<file path="config.mk">
export PLATFORM = sky130hd
export DESIGN_NAME = whn_regs
export DESIGN_NICKNAME = d
export VERILOG_FILES = /design/src/sv/whn_pkg.sv /design/src/sv/whn_regs.sv
export SDC_FILE = /design/constraint.sdc
export NUM_CORES = 1
export LEC_CHECK = 0
export ABC_AREA = 1
export BUFFER_PORTS_ARGS = -buffer_cell sky130_fd_sc_hd__buf_2
export CORE_MARGIN = 8
export CORE_UTILIZATION = 34
export CTS_CLUSTER_SIZE = 24
export DETAILED_ROUTE_END_ITERATION = 6
export PLACE_DENSITY_LB_ADDON = 0.3
export RECOVER_POWER = 100
export SETUP_SLACK_MARGIN = 0.15
export SLEW_MARGIN = 20
export SYNTH_ARGS = -nofsm -noshare
export SYNTH_HDL_FRONTEND = slang
export SYNTH_SLANG_ARGS = --single-unit
</file>
<file path="constraint.sdc">
create_clock -name clk -period 0.8 [get_ports clk]
set_input_delay 0.08 -clock clk [delete_from_list [all_inputs] [get_ports clk]]
set_output_delay 0.08 -clock clk [all_outputs]
set_load 0.02 [all_outputs]
</file>
<file path="src/sv/whn_pkg.sv">
// Shared types and constants for the windowed histogram normalize unit.
// No dependencies.
package whn_pkg;

    localparam int MAX_BINS    = 64;
    localparam int COUNT_BITS  = 20;
    localparam int BIN_W       = $clog2(MAX_BINS);
    localparam int BCNT_W      = BIN_W + 1;
    localparam int STRIDE_W    = 13;
    localparam int PHASE_W     = 12;
    localparam int STRIDE_MAX  = 4096;
    localparam int FRAC_W      = 16;
    localparam int LOG_E_W     = $clog2(COUNT_BITS + 1);
    localparam int F_W         = (LOG_E_W + FRAC_W > COUNT_BITS) ?
                                 (LOG_E_W + FRAC_W) : COUNT_BITS;
    localparam int M_W         = 31;
    localparam int DIV_W       = 48;
    localparam int QUO_W       = 16;
    localparam int STEP_W      = 5;
    localparam int NORM_STEPS  = 16;
    localparam int NORM_SCALE  = 65535;
    localparam int ADDR_W      = 5;
    localparam int REG_IDX_W   = 3;

    localparam logic [REG_IDX_W-1:0] REG_WLOW   = 3'd0;
    localparam logic [REG_IDX_W-1:0] REG_WHIGH  = 3'd1;
    localparam logic [REG_IDX_W-1:0] REG_BINS   = 3'd2;
    localparam logic [REG_IDX_W-1:0] REG_LOG    = 3'd3;
    localparam logic [REG_IDX_W-1:0] REG_STRIDE = 3'd4;

    typedef struct packed {
        logic signed [31:0] sample;
        logic               sample_finite;
        logic               last_sample;
    } hist_in_t;

    typedef struct packed {
        logic [5:0]  bin_index;
        logic [15:0] bin_value;
        logic        last_bin;
    } hist_out_t;

    typedef struct packed {
        logic signed [31:0]  window_low;
        logic signed [31:0]  window_high;
        logic [6:0]          bin_count;
        logic                log_scale;
        logic [STRIDE_W-1:0] sample_stride;
    } cfg_t;

    typedef enum logic [3:0] {
        S_IDLE, S_PREP, S_BINIT, S_BDIV, S_BRD, S_BWR,
        S_EINIT, S_ERD, S_EF, S_ELOG, S_EWR,
        S_NINIT, S_NRD, S_NDI, S_NDIV, S_NOUT
    } state_t;

    typedef struct packed {
        logic load;
        logic prep;
        logic div_bin;
        logic div_norm;
        logic div_step;
        logic brd;
        logic bwr;
        logic e_init;
        logic erd;
        logic log_init;
        logic log_step;
        logic ewr;
        logic n_init;
        logic nrd;
        logic n_next;
    } cmd_t;

    typedef struct packed {
        logic count_ok;
        logic last;
        logic div_done;
        logic log_done;
        logic log_on;
        logic k_last;
    } sts_t;

endpackage

</file>
<file path="src/sv/whn_regs.sv">
// APB configuration registers.
// Depends on whn_pkg.
module whn_regs
    import whn_pkg::*;
(
    input  logic              clk,
    input  logic              rst_n,
    input  logic              psel,
    input  logic              penable,
    input  logic              pwrite,
    input  logic [ADDR_W-1:0] paddr,
    input  logic [31:0]       pwdata,
    output logic [31:0]       prdata,
    output logic              pready,
    output cfg_t              cfg
);

    cfg_t cfg_reg;
    logic wr_en;
    logic [REG_IDX_W-1:0] idx;

    assign wr_en  = psel & penable & pwrite;
    assign idx    = paddr[ADDR_W-1:2];
    assign pready = 1'b1;
    assign cfg    = cfg_reg;

    always_ff @(posedge clk or negedge rst_n)
    begin
        if (!rst_n)
        begin
            cfg_reg.window_low    <= 32'sd0;
            cfg_reg.window_high   <= 32'sd65536;
            cfg_reg.bin_count     <= 7'd64;
            cfg_reg.log_scale     <= 1'b0;
            cfg_reg.sample_stride <= 13'd1;
        end
        else if (wr_en)
        begin
            unique case (idx)
                REG_WLOW:   cfg_reg.window_low    <= pwdata;
                REG_WHIGH:  cfg_reg.window_high   <= pwdata;
                REG_BINS:   cfg_reg.bin_count     <= pwdata[6:0];
                REG_LOG:    cfg_reg.log_scale     <= pwdata[0];
                REG_STRIDE: cfg_reg.sample_stride <= pwdata[STRIDE_W-1:0];
                default:    ;
            endcase
        end
    end

    always_comb
    begin
        unique case (idx)
            REG_WLOW:   prdata = cfg_reg.window_low;
            REG_WHIGH:  prdata = cfg_reg.window_high;
            REG_BINS:   prdata = {25'd0, cfg_reg.bin_count};
            REG_LOG:    prdata = {31'd0, cfg_reg.log_scale};
            REG_STRIDE: prdata = {19'd0, cfg_reg.sample_stride};
            default:    prdata = 32'd0;
        endcase
    end

endmodule

</file>
==> results_dict.tcl <==
set metrics [dict create \
    layout_commonest_cell "buf_6" \
    h-tree-depth 3 \
    wl_per_cell_um 23.3 \
    crit_fanout 2 \
    violations "setup timing" \
    clk_latency_ns 0.34 \
    routed_wl_mm 23.0 \
    finalSetupViolCount 192 \
    largest_reg_flops 85 \
    placementRows 39 \
    io_pins 160 \
    cp_top_family "simple AND/OR/NAND/NOR gates" \
    dp_hpwl_mm 10.6 \
    fin_crit_sh_pct 185 \
    grt_max_degree 26 \
    fmax_mhz 677 \
    grt_antenna_before_repair 0 \
    hp-class "in -> reg" \
    syn_avg_cell_area_um2 8.33 \
    crit_type "reg -> out" \
    synth_cell_types 23 \
    rsz0062_at_grt "true" \
    ys_seq_area_share_pct 54.2 \
    slew_violations 0 \
    critical-path-max-stage-delay_ns 0.43 \
    gr-total-overflow 0 \
    hold_viol 0 \
    start_kind "flip-flop" \
    drt_iter0_drc 380 \
    powerDensity_nw_per_um2 2140 \
    ys_seq_elements 85 \
    required_ns 0.72 \
    vias 5375 \
    grt_first_pass_wirelength_mm 28.2 \
    worst_slack_ns -0.678 \
    crit_buf_inv 1 \
    place_congestion 0.885 \
    synthToLayoutAreaGrowth_pct 141 \
    leakagePower_nw 4.65 \
    antenna_cells 0 \
    place_ws_ns -0.405 \
    final_cell_mix "buf_6, buf_4, nand2_1" \
    drive_gt1_share_pct 77.0 \
    gr-usage-all-layers_pct 24.1 \
    initial_utilization_pct 34.6 \
    cts.sinks 85 \
    finalNonFillerCells 987 \
    ant_nets 0 \
    tritoncts "yes" \
    numCtsBuffers 9 \
    worstPathArrival_ns 1.40 \
    die_h_um 124 \
    fin_skew_ns 0 \
    period_minus_slack_ns 1.48 \
    maxCapViolations 0 \
    floorplan.core_area_um2 11400 \
    fin_nets 881 \
    outcome "finished, violations left" \
    first_pass_iters 5 \
    port_buffers 156 \
    clockBufferDepth 2 \
    die_x_um 124 \
    dieArea_um2 15300 \
    synth_area_um2 3930 \
    place_inst 829 \
    vias_per_cell 5.45 \
    end_kind "output port" \
    clk_pin_slew_worst_paths_ns 0.07 \
    path_cells "nand3_1 > nand2_1 > nor2_1 > nand2_2 > buf_6" \
    root_buffer "clkbuf_16" \
    yosysWarnings 0 \
    netlist_instances 472 \
    critical-path-slowest-cell "dfrtp_1" \
    finalHoldWorstSlack_ns 0.0225 \
    synth_fp_nets 514 \
    ir_drop_mv 1.69 \
    drc 0 \
    grt_pass1_vias 5209 \
]
-- final timing paths --
| path | slack [ns] | endpoint | cells after the start | from |
|---|---|---|---|---|
| setup / recovery | -0.68 | prdata[0] | 5 | cfg[21] |
| hold / removal | 0.02 | cfg[44] | 3 | pwdata[23] |
| setup reg to reg | -0.23 | cfg[20] | 5 | cfg[20] |
| hold reg to reg | 0.53 | cfg[11] | 2 | cfg[11] |
| max in group asynchronous | 0.01 | cfg[20] | 3 | rst_n |
| min in group asynchronous | 0.20 | cfg[51] | 2 | rst_n |
-- synthesized netlist by cell type --
master / number / area, um2
nand2_1: 155 / 582
dfrtp_1: 82 / 2050
o21ai_0: 66 / 330
inv_1: 42 / 158
nand3_1: 28 / 140
o22ai_1: 19 / 119
o21ai_1: 18 / 90.1
nand4_1: 14 / 87.6
buf_2: 11 / 55.1
buf_4: 10 / 75.1
clkbuf_1: 6 / 22.5
nor2_4: 5 / 56.3
dfstp_2: 3 / 78.8
buf_1: 2 / 7.51
nand2_2: 2 / 12.5
nor2_1: 2 / 7.51
conb_1: 1 / 3.75
inv_2: 1 / 3.75
inv_4: 1 / 6.26
nand2_4: 1 / 11.3
nand3_2: 1 / 10.0
nand3_4: 1 / 17.5
nor2_2: 1 / 6.26
-- through the flow --
stage | cell area, um2 | setup TNS [ns] | utilization [%] | total power [mW]
2_1_floorplan | 4470 | -7.17 | - | 8.86
3_3_place_gp | 5970 | -31.65 | 52.5 | 11.4
3_5_place_dp | 5970 | -34.54 | 52.5 | 11.6
4_1_cts | 8230 | -39.91 | 72.4 | 18.1
5_1_grt | 9460 | -59.65 | 83.2 | 20.9
6_report | 9460 | -55.37 | 83.2 | 20.2
-- kinds of logic (layout without fill, tap and decap cells) --
kind of cell | count (synthesis) | after routing | share of synthesized area, %
simple gates | 210 | 210 | 23.7
compound gates | 103 | 103 | 13.7
flops | 85 | 85 | 54.2
buf+inv | 73 | 445 | 8.34
other cells | 1 | 1 | 0.0954
-- worst min-delay path, stage by stage --
cell and delay, ns:
buf_2 0.14, nand2_4 0.07, o21ai_2 0.04
-- final cells by class --
cell class | instances | area, um2
Fill cell | 545 | 1910
Timing Repair Buffer | 385 | 4180
Sequential cell | 85 | 2200
Clock inverter | 2 | 10.0
Clock buffer | 14 | 254
Multi-Input combinational cell | 314 | 2450
Inverter | 44 | 198
Tap cell | 143 | 179
-- where the power goes --
part           internal, mW  switching (mW)  leakage, nW  total, mW
logic                  5.30            4.64         3.55       9.94
registers              5.33           0.972        0.971       6.30
clock network          2.19            1.79        0.131       3.98
-- repair_timing --
action / in CTS / in global routing
endpoints found under the setup margin: 201 / 205
pin swaps: 59 / 48
gates resized for setup: 402 / 214
setup buffers: 40 / 57
hold buffers: 28 / 0
gates cloned: 10 / 7
hold endpoints to repair: 138 / 0
-- per-layer routing --
metal	vias to the layer above	routed length, um	track usage [%]
met4	0	1220	13.0
met5	-	0	0
li1	2301	-	-
met2	311	12000	43.0
met1	2657	8250	27.1
met3	106	1500	3.61
No activity file was read; power rests on OpenSTA's default activity.
